## config.mk

```make
export PLATFORM = sky130hd
export DESIGN_NAME = scr_div
export DESIGN_NICKNAME = d
export VERILOG_FILES = /design/src/hdl/scr_div.sv
export SDC_FILE = /design/constraint.sdc
export NUM_CORES = 1
export LEC_CHECK = 0
export BUFFER_PORTS_ARGS = -buffer_cell sky130_fd_sc_hd__buf_4
export CAP_MARGIN = 10
export CORE_ASPECT_RATIO = 1.4
export CORE_MARGIN = 3
export CORE_UTILIZATION = 35
export CTS_BUF_LIST = sky130_fd_sc_hd__clkbuf_2 sky130_fd_sc_hd__clkbuf_4 sky130_fd_sc_hd__clkbuf_8
export DETAILED_ROUTE_END_ITERATION = 8
export GPL_ROUTABILITY_DRIVEN = 0
export PLACE_DENSITY = 0.65
export SLEW_MARGIN = 20
export SYNTH_ARGS = -nofsm -noshare
export SYNTH_HDL_FRONTEND = slang
export SYNTH_SLANG_ARGS = --single-unit
```

## constraint.sdc

```tcl
create_clock -name i_clk -period 7 [get_ports i_clk]
set_input_delay 1.05 -clock i_clk [delete_from_list [all_inputs] [get_ports i_clk]]
set_output_delay 1.05 -clock i_clk [all_outputs]
set_load 0.1 [all_outputs]
```

## src/hdl/scr_div.sv

```systemverilog
// Restoring divider, 64-bit dividend by 33-bit divisor, one quotient bit per cycle.
// No dependencies.
`timescale 1ns / 1ps
`default_nettype none

module scr_div (
    input  wire logic        i_clk,
    input  wire logic        i_rst_n,
    input  wire logic        i_start,
    input  wire logic [63:0] i_num,
    input  wire logic [32:0] i_den,
    output logic             o_done,
    output logic [63:0]      o_quo
);

    logic        r_busy, n_busy;
    logic        r_done, n_done;
    logic [5:0]  r_cnt, n_cnt;
    logic [63:0] r_num, n_num;
    logic [63:0] r_quo, n_quo;
    logic [32:0] r_den, n_den;
    logic [32:0] r_rem, n_rem;
    logic [33:0] trial;

    always_comb begin
        n_busy = r_busy;
        n_done = 1'b0;
        n_cnt  = r_cnt;
        n_num  = r_num;
        n_quo  = r_quo;
        n_den  = r_den;
        n_rem  = r_rem;
        trial  = {r_rem, r_num[63]};
        if (i_start) begin
            n_busy = 1'b1;
            n_cnt  = '0;
            n_num  = i_num;
            n_den  = i_den;
            n_rem  = '0;
            n_quo  = '0;
        end else if (r_busy) begin
            n_num = {r_num[62:0], 1'b0};
            if (trial >= {1'b0, r_den}) begin
                n_rem = 33'(trial - {1'b0, r_den});
                n_quo = {r_quo[62:0], 1'b1};
            end else begin
                n_rem = trial[32:0];
                n_quo = {r_quo[62:0], 1'b0};
            end
            n_cnt = r_cnt + 6'd1;
            if (r_cnt == 6'd63) begin
                n_busy = 1'b0;
                n_done = 1'b1;
            end
        end
    end

    always_ff @(posedge i_clk) begin
        if (!i_rst_n) begin
            r_busy <= 1'b0;
            r_done <= 1'b0;
        end else begin
            r_busy <= n_busy;
            r_done <= n_done;
        end
    end

    always_ff @(posedge i_clk) begin
        r_cnt <= n_cnt;
        r_num <= n_num;
        r_quo <= n_quo;
        r_den <= n_den;
        r_rem <= n_rem;
    end

    assign o_done = r_done;
    assign o_quo  = r_quo;

endmodule

`default_nettype wire

```

==> flow_summary.json <==
{
  "cp.required_ns": 7.44,
  "grt_usage_pct": 14.5,
  "wire_per_inst_um": 15.3,
  "critPathKind": "flip-flop to flip-flop",
  "power_frac_comb_pct": 15.9,
  "grt_use_met1_pct": 16.0,
  "cts_made_buffers": 36,
  "synth_area_mm2": 0.00969,
  "cts_root_buf": "clkbuf_8",
  "grt.busiest_layer": "met2",
  "core_area_mm2": 0.0271,
  "post-route-period-util_pct": 53.8,
  "synth_fp_nets": 1018,
  "cp_cell_sequence": "inv_1 -> ha_1 -> inv_1 -> fa_1 -> a21oi_4 -> nor3_1 -> a311o_1 -> o31a_1 -> o21ai_1 -> o41a_2 -> buf_4 -> nor2_1 -> mux2_2 -> o21ba_1",
  "synth_cells": 883,
  "io_buffers": 164,
  "cts-resized-gates": 0,
  "cpPeakStageDelay_ns": 0.46,
  "skew_ns": 0.0234,
  "power.leakage_nw": 5.10,
  "relSlewSlack_pct": 38.4,
  "synth_async_sr_flop_share_pct": 0,
  "cts_sinks": 202,
  "setup_slack_ns": 3.24,
  "synthFlopType": "dfxtp_1",
  "synth_most_common_cell": "nor2_1",
  "final_antenna_net_count": 0,
  "dp_hpwl_um": 14900,
  "rsz0062_at_grt": "false",
  "placed_cells": 1373,
  "finalNonFillerCells": 1438,
  "period_needed_ns": 3.76,
  "cts_buffer_depth": 3,
  "start_util_pct": 35.8,
  "maxCapViolCount": 0,
  "pre_cts_ws_ns": 3.19,
  "path_buf_inv": 3,
  "clock_latency_ns": 0.55,
  "clkPwrFrac_pct": 38.1,
  "final_util_pct": 44.2,
  "die_width_um": 147,
  "synth_seq_cells": 202,
  "synth_edf_count": 97,
  "power.density_cell_area_mw_per_mm2": 248,
  "grt_pass1_vias": 7292,
  "ys_seq_area_share_pct": 51.7,
  "pwr-share-seq_pct": 46.0,
  "synth_top_area_share_pct": 30.0,
  "die_h_um": 203,
  "yosysWarnings": 0,
  "cts_setup_buffers": 0,
  "end_kind": "flip-flop",
  "detailed_place.area_mm2": 0.0112,
  "cts_tree": "done",
  "crit_fanout": 36,
  "dieArea_mm2": 0.0298,
  "switchingPower_uw": 808,
  "synth_top_area_cell": "edfxtp_1",
  "nets": 1181,
  "fmax_ghz": 0.266,
  "final_area_mm2": 0.0120,
  "ir_drop_mv": 0.134,
  "use_met3_pct": 4.44,
  "outcome": "complete, no violations",
  "setup_viol": 0,
  "overflow": 0,
  "grt_first_pass_wirelength_um": 35900,
  "grt_max_degree": 82,
  "internal_power_mw": 2.16,
  "clk_pin_slew_ns": 0.07,
  "yosysUniqueCellTypes": 66,
  "critPathArrivalTime_ns": 4.21,
  "drive_above_1_share_pct": 29.8,
  "totalWireLength_um": 22000,
  "fin_setup_tns_ns": 0,
  "grt_use_met2_pct": 25.7,
  "cpLargestDelayFamily": "compound AO/OA/AOI/OAI gates",
  "drc_errors": 0,
  "synth.area.top_cells": "edfxtp_1 30%, dfxtp_1 22%, mux2i_1 8.1%, mux2_2 7.4%, nor2_1 4.9%",
  "start_kind": "flip-flop",
  "pin_count": 165,
  "drv_slew": 0,
  "crit_slowest_cell": "o41a_2",
  "num_rows": 71,
  "syn_area_per_cell_um2": 11.0,
  "vias_per_cell": 4.86,
  "hold_viol_final": 0,
  "ctsHtreeMaxLevel": 2,
  "power_mw": 2.97,
  "drt_iter0_drc": 297,
  "hp-class": "flip-flop to flip-flop",
  "vias": 6984,
  "syn2layout_area_growth_pct": 23.5,
  "netSwitchingFraction_pct": 27.2,
  "cts_hold_buf": 0,
  "antenna_found_initial": 1,
  "firstDrtPassIters": 4,
  "netlist_top_cells_count": "126 x nor2_1, 105 x dfxtp_1, 97 x edfxtp_1",
  "path_common_cell": "inv_1",
  "hold_slack_ns": 0.490,
  "tightest_slew_ns": 0.924
}
==> final timing paths <==
| check | start | to | slack, ns | cells past startpoint |
|---|---|---|---|---|
| worst max-delay path | r_num[63] | r_rem[30] | 3.24 | 14 |
| worst min-delay path | r_rem[15] | r_rem[15] | 0.49 | 2 |
| worst max register to register | r_num[63] | r_rem[30] | 3.24 | 14 |
| worst min register to register | r_rem[15] | r_rem[15] | 0.49 | 2 |
==> worst min-delay path: stages, from the launching register on <==
cell,delay (ns)
dfxtp_1,0.34
nand2_1,0.06
o21ai_1,0.05
==> cells in the final DEF, fill, tap and decap left out, types with 3 or more instances in the layout <==
cell / count
xor2_1: 12
o21bai_1: 3
edfxtp_1: 97
a31oi_1: 5
nand2b_1: 3
a211oi_2: 9
clkbuf_8: 40
o21ai_1: 4
or2_2: 3
a21o_1: 14
a32oi_1: 3
xnor2_1: 12
clkbuf_4: 10
o21a_1: 8
inv_1: 47
nand2_1: 35
clkinv_2: 9
o21ai_0: 26
nand4_1: 6
a211oi_1: 12
mux2i_1: 78
mux2_2: 64
a21oi_1: 48
nand3_1: 10
and3_1: 11
buf_4: 168
nor3_1: 10
nor3b_1: 3
nor2_1: 126
nor2b_1: 6
ha_1: 34
dfxtp_1: 104
==> layout make-up <==
class / instances / area (µm²)
sequential: 202 / 5020
fill: 2608 / 15100
antenna: 1 / 2.50
tap: 365 / 457
clock inverter: 14 / 106
timing repair buffer: 169 / 1270
clock buffer: 50 / 626
multi-input combinational: 589 / 4310
inverter: 48 / 180
==> metal layers <==
metal  vias to the layer above  part of all wire [%]
met2                       145                    51
met1                      3278                    40
met3                        50                   5.9
li1                       3511                     -
met4                         0                   3.5
met5                         -                     0
==> power by group through the flow <==
stage	combinational (mW)	sequential [mW]	clock [mW]
after floorplan	0.361	1.38	0
after global placement	0.464	1.39	0
after detailed placement	0.472	1.39	0
after CTS	0.474	1.37	1.18
after global routing	0.526	1.38	1.23
final	0.472	1.37	1.13
==> cell families after synthesis <==
group / after synthesis / synth area share [%]
compound gates: 164 / 11.9
xor+xnor: 24 / 2.17
fa+ha+maj: 35 / 4.59
buf+inv: 92 / 3.87
flops: 202 / 51.7
mux: 143 / 15.6
simple gates: 223 / 10.2
==> sequential cells by signal, summed over array words and instances, names as in the netlist <==
signal  count
r_num      64
r_den      33
o_quo      64
r_rem      33
o_done      1
r_busy      1
r_cnt       6
No activity file was read; power rests on OpenSTA's default activity.
