`config.mk`:
```
export PLATFORM = sky130hd
export DESIGN_NAME = scr_ram
export DESIGN_NICKNAME = d
export VERILOG_FILES = /design/src/hdl/scr_ram.sv
export SDC_FILE = /design/constraint.sdc
export NUM_CORES = 1
export LEC_CHECK = 0
export BUFFER_PORTS_ARGS = -buffer_cell sky130_fd_sc_hd__buf_2
export CAP_MARGIN = 20
export CORE_MARGIN = 2
export CORE_UTILIZATION = 52
export DETAILED_ROUTE_END_ITERATION = 12
export MAX_ROUTING_LAYER = met4
export PLACE_DENSITY = 0.74
export SKIP_LAST_GASP = 1
export SYNTH_ARGS = -nofsm -noshare
export SYNTH_HDL_FRONTEND = slang
export SYNTH_SLANG_ARGS = --single-unit
```
`constraint.sdc`:
```
create_clock -name i_clk -period 2.24 [get_ports i_clk]
set_input_delay 0.112 -clock i_clk [delete_from_list [all_inputs] [get_ports i_clk]]
set_output_delay 0.112 -clock i_clk [all_outputs]
set_load 0.005 [all_outputs]
```
`src/hdl/scr_ram.sv`:
```
// Generic single-port-write, single-port-read RAM with registered read data.
// No dependencies.
`timescale 1ns / 1ps
`default_nettype none

module scr_ram #(
    parameter int WIDTH = 8,
    parameter int DEPTH = 8
) (
    input  wire logic                     i_clk,
    input  wire logic                     i_we,
    input  wire logic [$clog2(DEPTH)-1:0] i_waddr,
    input  wire logic [WIDTH-1:0]         i_wdata,
    input  wire logic                     i_re,
    input  wire logic [$clog2(DEPTH)-1:0] i_raddr,
    output logic      [WIDTH-1:0]         o_rdata
);

    logic [WIDTH-1:0] r_mem [DEPTH];
    logic [WIDTH-1:0] r_rdata;

    always_ff @(posedge i_clk) begin
        if (i_we) begin
            r_mem[i_waddr] <= i_wdata;
        end
        if (i_re) begin
            r_rdata <= r_mem[i_raddr];
        end
    end

    assign o_rdata = r_rdata;

endmodule

`default_nettype wire

```
==> run_results.csv, run 1 <==
group,metric,value,unit
sta,drv_slew,0,
hold_path,worstHoldPathType,"in2reg",
clocking,clk_latency,0.33,ns
worst_setup_path,cp.required,2.32,ns
worst_setup_path,crit_fanout,1,
worst_setup_path,cp_slowest_cell,"mux4_1",
clocking,cts_resized,0,
route,drc,0,
cells_and_area,drive_above_1_share,36.3,%
logic_synthesis,synth_area,0.00277,sq mm
clocking,cts_root_buf,"clkbuf_8",
placement,port_buffers,24,
global_routing,grt_pass1_wl,6.63,mm
logic_synthesis,avgSynthCellArea,24.3,sq um
cells_and_area,synthToLayoutAreaGrowth,16.0,%
worst_setup_path,critical_path_buf_inv_count,0,
route,first_pass_iters,4,
cells_and_area,stdcell_area,0.00322,sq mm
clocking,cts_buffers,9,
worst_setup_path,r2r-end,"o_rdata[4]",
logic_synthesis,ys_types,13,
cells_and_area,diodes,0,
route,route.met2.wl,2.24,mm
power,ir_worst_vdd,0.665,mV
clocking,clk_pin_slew,0.08,ns
hold_path,min_from,"i_wdata[2]",
global_routing,grt_max_degree,17,
clocking,cts_tree,"yes",
power,switchingPower,0.535,mW
route,vias,1231,
sta,slew_headroom,69.6,%
route,dr_wl_met3,210,microns
route,viasPerCell,5.42,
global_routing,grt_usage,16.5,%
sta,grt_setup_unrepaired,"no",
die,dieWidth,77.0,microns
placement,postPlaceCellArea,0.00300,sq mm
die,rows,26,
power,seq_power_share,55.9,%
sta,tightest_slew,0.456,ns
route,wl_per_cell,18.6,microns
sta,timing.fmax,704,MHz
power,finalPower,2.77,mW
die,dieArea,0.00593,sq mm
worst_setup_path,crit_family,"multiplexers",
power,leakage,1.13,nW
clocking,clock_sinks,72,
worst_setup_path,crit_type,"reg2reg",
cells_and_area,layout_common_cells,"edfxtp_1 (72), buf_2 (24), mux4_1 (15)",
worst_setup_path,critPathLaunchType,"flop",
worst_setup_path,critical_path.startpoint,"r_mem[3][4]",
logic_synthesis,ys_warn_count,0,
clocking,post_cts_buffers,0,
logic_synthesis,ys_seq_elements,72,
die,initial_core_util,53.9,%
cells_and_area,final_common_cell,"edfxtp_1",
clocking,hold_buffers,0,
power,power_density,862,mW/mm^2
worst_setup_path,path_cells,"mux4_1 > mux2_2",
worst_setup_path,cp.depth,2,
clocking,cts_htree_levels,3,
worst_setup_path,rrSetupSlack,0.82,ns
power,internal_power,2.24,mW
route,drt_iter0_markers,121,
worst_setup_path,rr_worst_depth,2,
power,power_frac_clock,39.2,%
run_status,status,"completed",
placement,post-dp-hpwl,2.58,mm
logic_synthesis,synthesis.nets,131,
worst_setup_path,cpPeakStageDelay,0.51,ns
power,p_comb_share,5.0,%
sta,report.final.setup_viol,0,
cells_and_area,fin_nets,169,
sta,hold_slack,0.0326,ns
worst_setup_path,r2r_start,"r_mem[3][4]",
die,die_height,77.0,microns
worst_setup_path,cp-endpoint,"o_rdata[4]",
die,core,0.00514,sq mm
placement,gp_congestion,0.745,
route,drt-met1-wl,1.74,mm
cells_and_area,n_fill_cell,376,
route,wl,4.23,mm
route,ant_nets,0,
logic_synthesis,syn_inst,114,
die,pin_count,25,
sta,skew,0.00855,ns
worst_setup_path,arrival,1.50,ns
worst_setup_path,end_kind,"flop",
sta,setup_tns,0,ns
route,top_layer_used,"met4",
clocking,cts_max_path_buffers,2,
flow_run,drv_cap,0,
sta,period_minus_slack,1.42,ns
power,sw_frac_of_total,19.3,%
sta,min_period_over_period,63.5,%
global_routing,antenna_found_initial,0,
cells_and_area,finish.utilization,62.6,%
global_routing,grt_pass1_vias,1307,
global_routing,grt-ovfl-total,0,
logic_synthesis,yosysSeqAreaShare,78.0,%
sta,hold_violations,0,
[metrics by stage]
step,setup slack (ns),cells
global route,0.779,227
CTS,0.811,227
finish,0.819,227
global placement,0.591,211
floorplan,0.845,114
detailed placement,0.555,211
[worst reg2reg max path, delay by kind of cell, from the launching register on]
family | cells | cell delay [ns]
mux | 2 | 0.79
flops | 1 | 0.38
[registers in the layout, indices dropped and copies added (netlist names)]
name and flops:
o_rdata 8, r_mem 64
[area by class of cell]
cell class	count	area [sq um]	area share, %
clock buffers	9	124	3.85
clock inverters	7	96.3	3.00
repair buffers	32	180	5.60
flip-flops and latches	72	2160	67.2
well taps	70	87.6	2.72
multi-input cells	37	566	17.6
[Yosys cell counts]
master    count  area (sq um)
nand2_1       2          7.51
mux2_2        8          90.1
buf_12        1          20.0
buf_6         1          11.3
mux4_1       15           394
nor3_1        2          10.0
edfxtp_1     72          2160
buf_1         1          3.75
nand2b_1      3          18.8
mux4_2        1          22.5
nor2_1        6          22.5
buf_2         1          5.00
clkbuf_1      1          3.75
[logic make-up (layout without fill, tap and decap cells)]
logic type    after synthesis  after routing  synth area share (%)
flops                      72             72                  78.0
buf+inv                     5             48                  1.58
simple gates               13             13                  2.12
mux                        24             24                  18.3
[power groups by stage]
| stage | combinational [mW] | clock (mW) | sequential, mW |
|---|---|---|---|
| after floorplan | 0.0814 | 0 | 1.58 |
| after global placement | 0.135 | 0 | 1.57 |
| after detailed placement | 0.141 | 0 | 1.58 |
| after CTS | 0.142 | 1.11 | 1.55 |
| after global routing | 0.153 | 1.15 | 1.55 |
| final | 0.138 | 1.08 | 1.55 |
[per-layer routing]
metal / vias up / GRT usage (%)
met1: 629 / 18.8
met3: 5 / 4.47
met5: - / -
li1: 564 / -
met2: 33 / 27.1
met4: 0 / 8.57
[how the worst min path moves through the flow]
| stage | end | slack [ns] | cells after the start |
|---|---|---|---|
| 3_3_place_gp | r_mem[3][4] | 0.36 | 1 |
| 5_1_grt | r_mem[0][3] | 0.02 | 1 |
| 4_1_cts | r_mem[4][2] | 0.02 | 1 |
| 3_5_place_dp | r_mem[4][2] | 0.38 | 1 |
| 6_report | r_mem[3][2] | 0.03 | 1 |
| 2_1_floorplan | r_mem[0][0] | 0.21 | 0 |
Power figures use the tool's default switching activity.
==> run 2: changes to the inputs <==
==> constraint.sdc (replaced) <==
create_clock -name i_clk -period 1.35 [get_ports i_clk]
set_input_delay 0.0675 -clock i_clk [delete_from_list [all_inputs] [get_ports i_clk]]
set_output_delay 0.0675 -clock i_clk [all_outputs]
set_load 0.005 [all_outputs]
==> run_results.csv, run 2 (same netlist as run 1, synthesis figures left out) <==
group,metric,value,unit
run_status,status,"finished with violations",
run_status,violations,"setup timing",
die,pin_count,25,
cells_and_area,fin_cells,234,
worst_setup_path,end_kind,"flop",
sta,slew_headroom,75.7,%
worst_setup_path,r2r_start,"r_mem[5][2]",
worst_setup_path,rr_worst_depth,2,
route,wl_per_cell,20.2,microns
worst_setup_path,crit_fanout,1,
worst_setup_path,arrival,1.46,ns
cells_and_area,drive_above_1_share,43.3,%
clocking,clock_sinks,72,
clocking,clk_pin_slew,0.07,ns
worst_setup_path,crit_type,"reg2reg",
hold_path,holdPathStages,1,
route,dr_wl_met3,287,microns
worst_setup_path,cpPeakStageDelay,0.48,ns
placement,gp_congestion,0.678,
cells_and_area,top_register,"r_mem",
hold_path,min_from,"i_wdata[4]",
power,leakage,1.11,nW
route,drt-met1-wl,1.75,mm
cells_and_area,fin_nets,176,
route,wl,4.72,mm
sta,tightest_slew,0.364,ns
cells_and_area,diodes,0,
worst_setup_path,r2r-end,"o_rdata[2]",
route,route.met2.wl,2.61,mm
power,power_density,1470,mW/mm^2
global_routing,grt_pass1_vias,1308,
global_routing,grt_usage,18.0,%
cells_and_area,largest_reg_flops,64,
power,ir_worst_vdd,0.810,mV
sta,skew,0.00439,ns
die,dieWidth,77.0,microns
worst_setup_path,critical_path.startpoint,"r_mem[5][2]",
die,core,0.00514,sq mm
cells_and_area,final_common_cell,"edfxtp_1",
placement,placed_cells,212,
clocking,cts_root_buf,"clkbuf_8",
worst_setup_path,path_cells,"mux4_2 > mux2_2",
worst_setup_path,cp.required,1.44,ns
sta,drv_slew,0,
die,dieArea,0.00593,sq mm
sta,grt_setup_unrepaired,"yes",
route,first_pass_iters,5,
global_routing,grt-ovfl-total,0,
hold_path,worstHoldPathType,"in2reg",
cells_and_area,synthToLayoutAreaGrowth,17.7,%
sta,setup_tns,-0.0642,ns
die,rows,26,
clocking,clk_latency,0.33,ns
clocking,cts_htree_levels,3,
route,top_layer_used,"met4",
clocking,post_cts_buffers,0,
cells_and_area,layout_common_cells,"edfxtp_1 (72), buf_2 (24), mux4_2 (15)",
clocking,cts_buffers,9,
flow_run,drv_cap,0,
worst_setup_path,cp_slowest_cell,"mux4_2",
route,drc,0,
placement,port_buffers,24,
sta,report.final.setup_viol,6,
sta,timing.fmax,728,MHz
die,initial_core_util,53.9,%
power,finalPower,4.79,mW
sta,min_period_over_period,102,%
global_routing,grt_pass1_wl,7.12,mm
hold_path,hold_end,"r_mem[3][4]",
route,ant_nets,0,
route,drt_iter0_markers,114,
placement,post-dp-hpwl,2.79,mm
sta,period_minus_slack,1.37,ns
global_routing,antenna_found_initial,0,
clocking,cts_tree,"yes",
global_routing,grt_max_degree,17,
worst_setup_path,rrSetupSlack,-0.02,ns
worst_setup_path,critPathLaunchType,"flop",
sta,hold_slack,0.0251,ns
route,viasPerCell,5.27,
die,die_height,77.0,microns
sta,hold_violations,0,
route,vias,1234,
sta,fin_ws,-0.0242,ns
clocking,cts_max_path_buffers,2,
-- run 2: cell types whose count changed in the layout (fill, tap and decap cells not counted), moves of 3 or more --
cell,previous run,this run
mux4_1,15,1
mux4_2,1,15
clkinv_4,3,0
dlygate4sd3_1,0,6
-- run 2: stage by stage --
stage                     util, %  setup slack (ns)  cell area, sq um
after global placement       58.7           -0.0711              3020
after detailed placement     58.7            -0.113              3020
final                        63.5           -0.0242              3260
after floorplan                 -            0.0128              2780
after CTS                    63.5           -0.0380              3260
after global routing         63.5           -0.0561              3260
-- run 2: worst max-delay path by stage --
stage / end / slack [ns] / cells after the start
CTS: o_rdata[2] / -0.04 / 2
global route: o_rdata[3] / -0.06 / 2
floorplan: o_rdata[1] / 0.01 / 4
detailed placement: o_rdata[3] / -0.11 / 4
global placement: o_rdata[4] / -0.07 / 4
finish: o_rdata[2] / -0.02 / 2
-- run 2: final cells by class --
| class | count | area (sq um) |
|---|---|---|
| Sequential cell | 72 | 2160 |
| Fill cell | 389 | 1880 |
| Multi-Input combinational cell | 37 | 517 |
| Timing Repair Buffer | 39 | 260 |
| Clock buffer | 10 | 128 |
| Clock inverter | 6 | 108 |
| Tap cell | 70 | 87.6 |
-- run 2: worst max-delay path, delay by kind of cell (launching register included) --
kind	cells	cell delay, ns
DFF	1	0.39
muxes	2	0.75
-- run 2: repair_timing --
item,4_1_cts,5_1_grt
pin swaps,0,0
endpoints found under the setup margin,8,8
hold buffers,6,0
resized for setup,13,2
endpoints found under the hold margin,41,0
-- run 2: metal layers --
| layer | global-route usage (%) | vias to the layer above |
|---|---|---|
| met5 | - | - |
| met4 | 8.57 | 0 |
| met3 | 4.47 | 5 |
| met2 | 30.3 | 39 |
| met1 | 20.3 | 627 |
| li1 | - | 563 |
-- run 2: power by group --
part           switching, mW  internal, mW  total [mW]
clock network          0.737          1.22        1.96
registers             0.0211          2.55        2.57
logic                  0.123         0.141       0.264
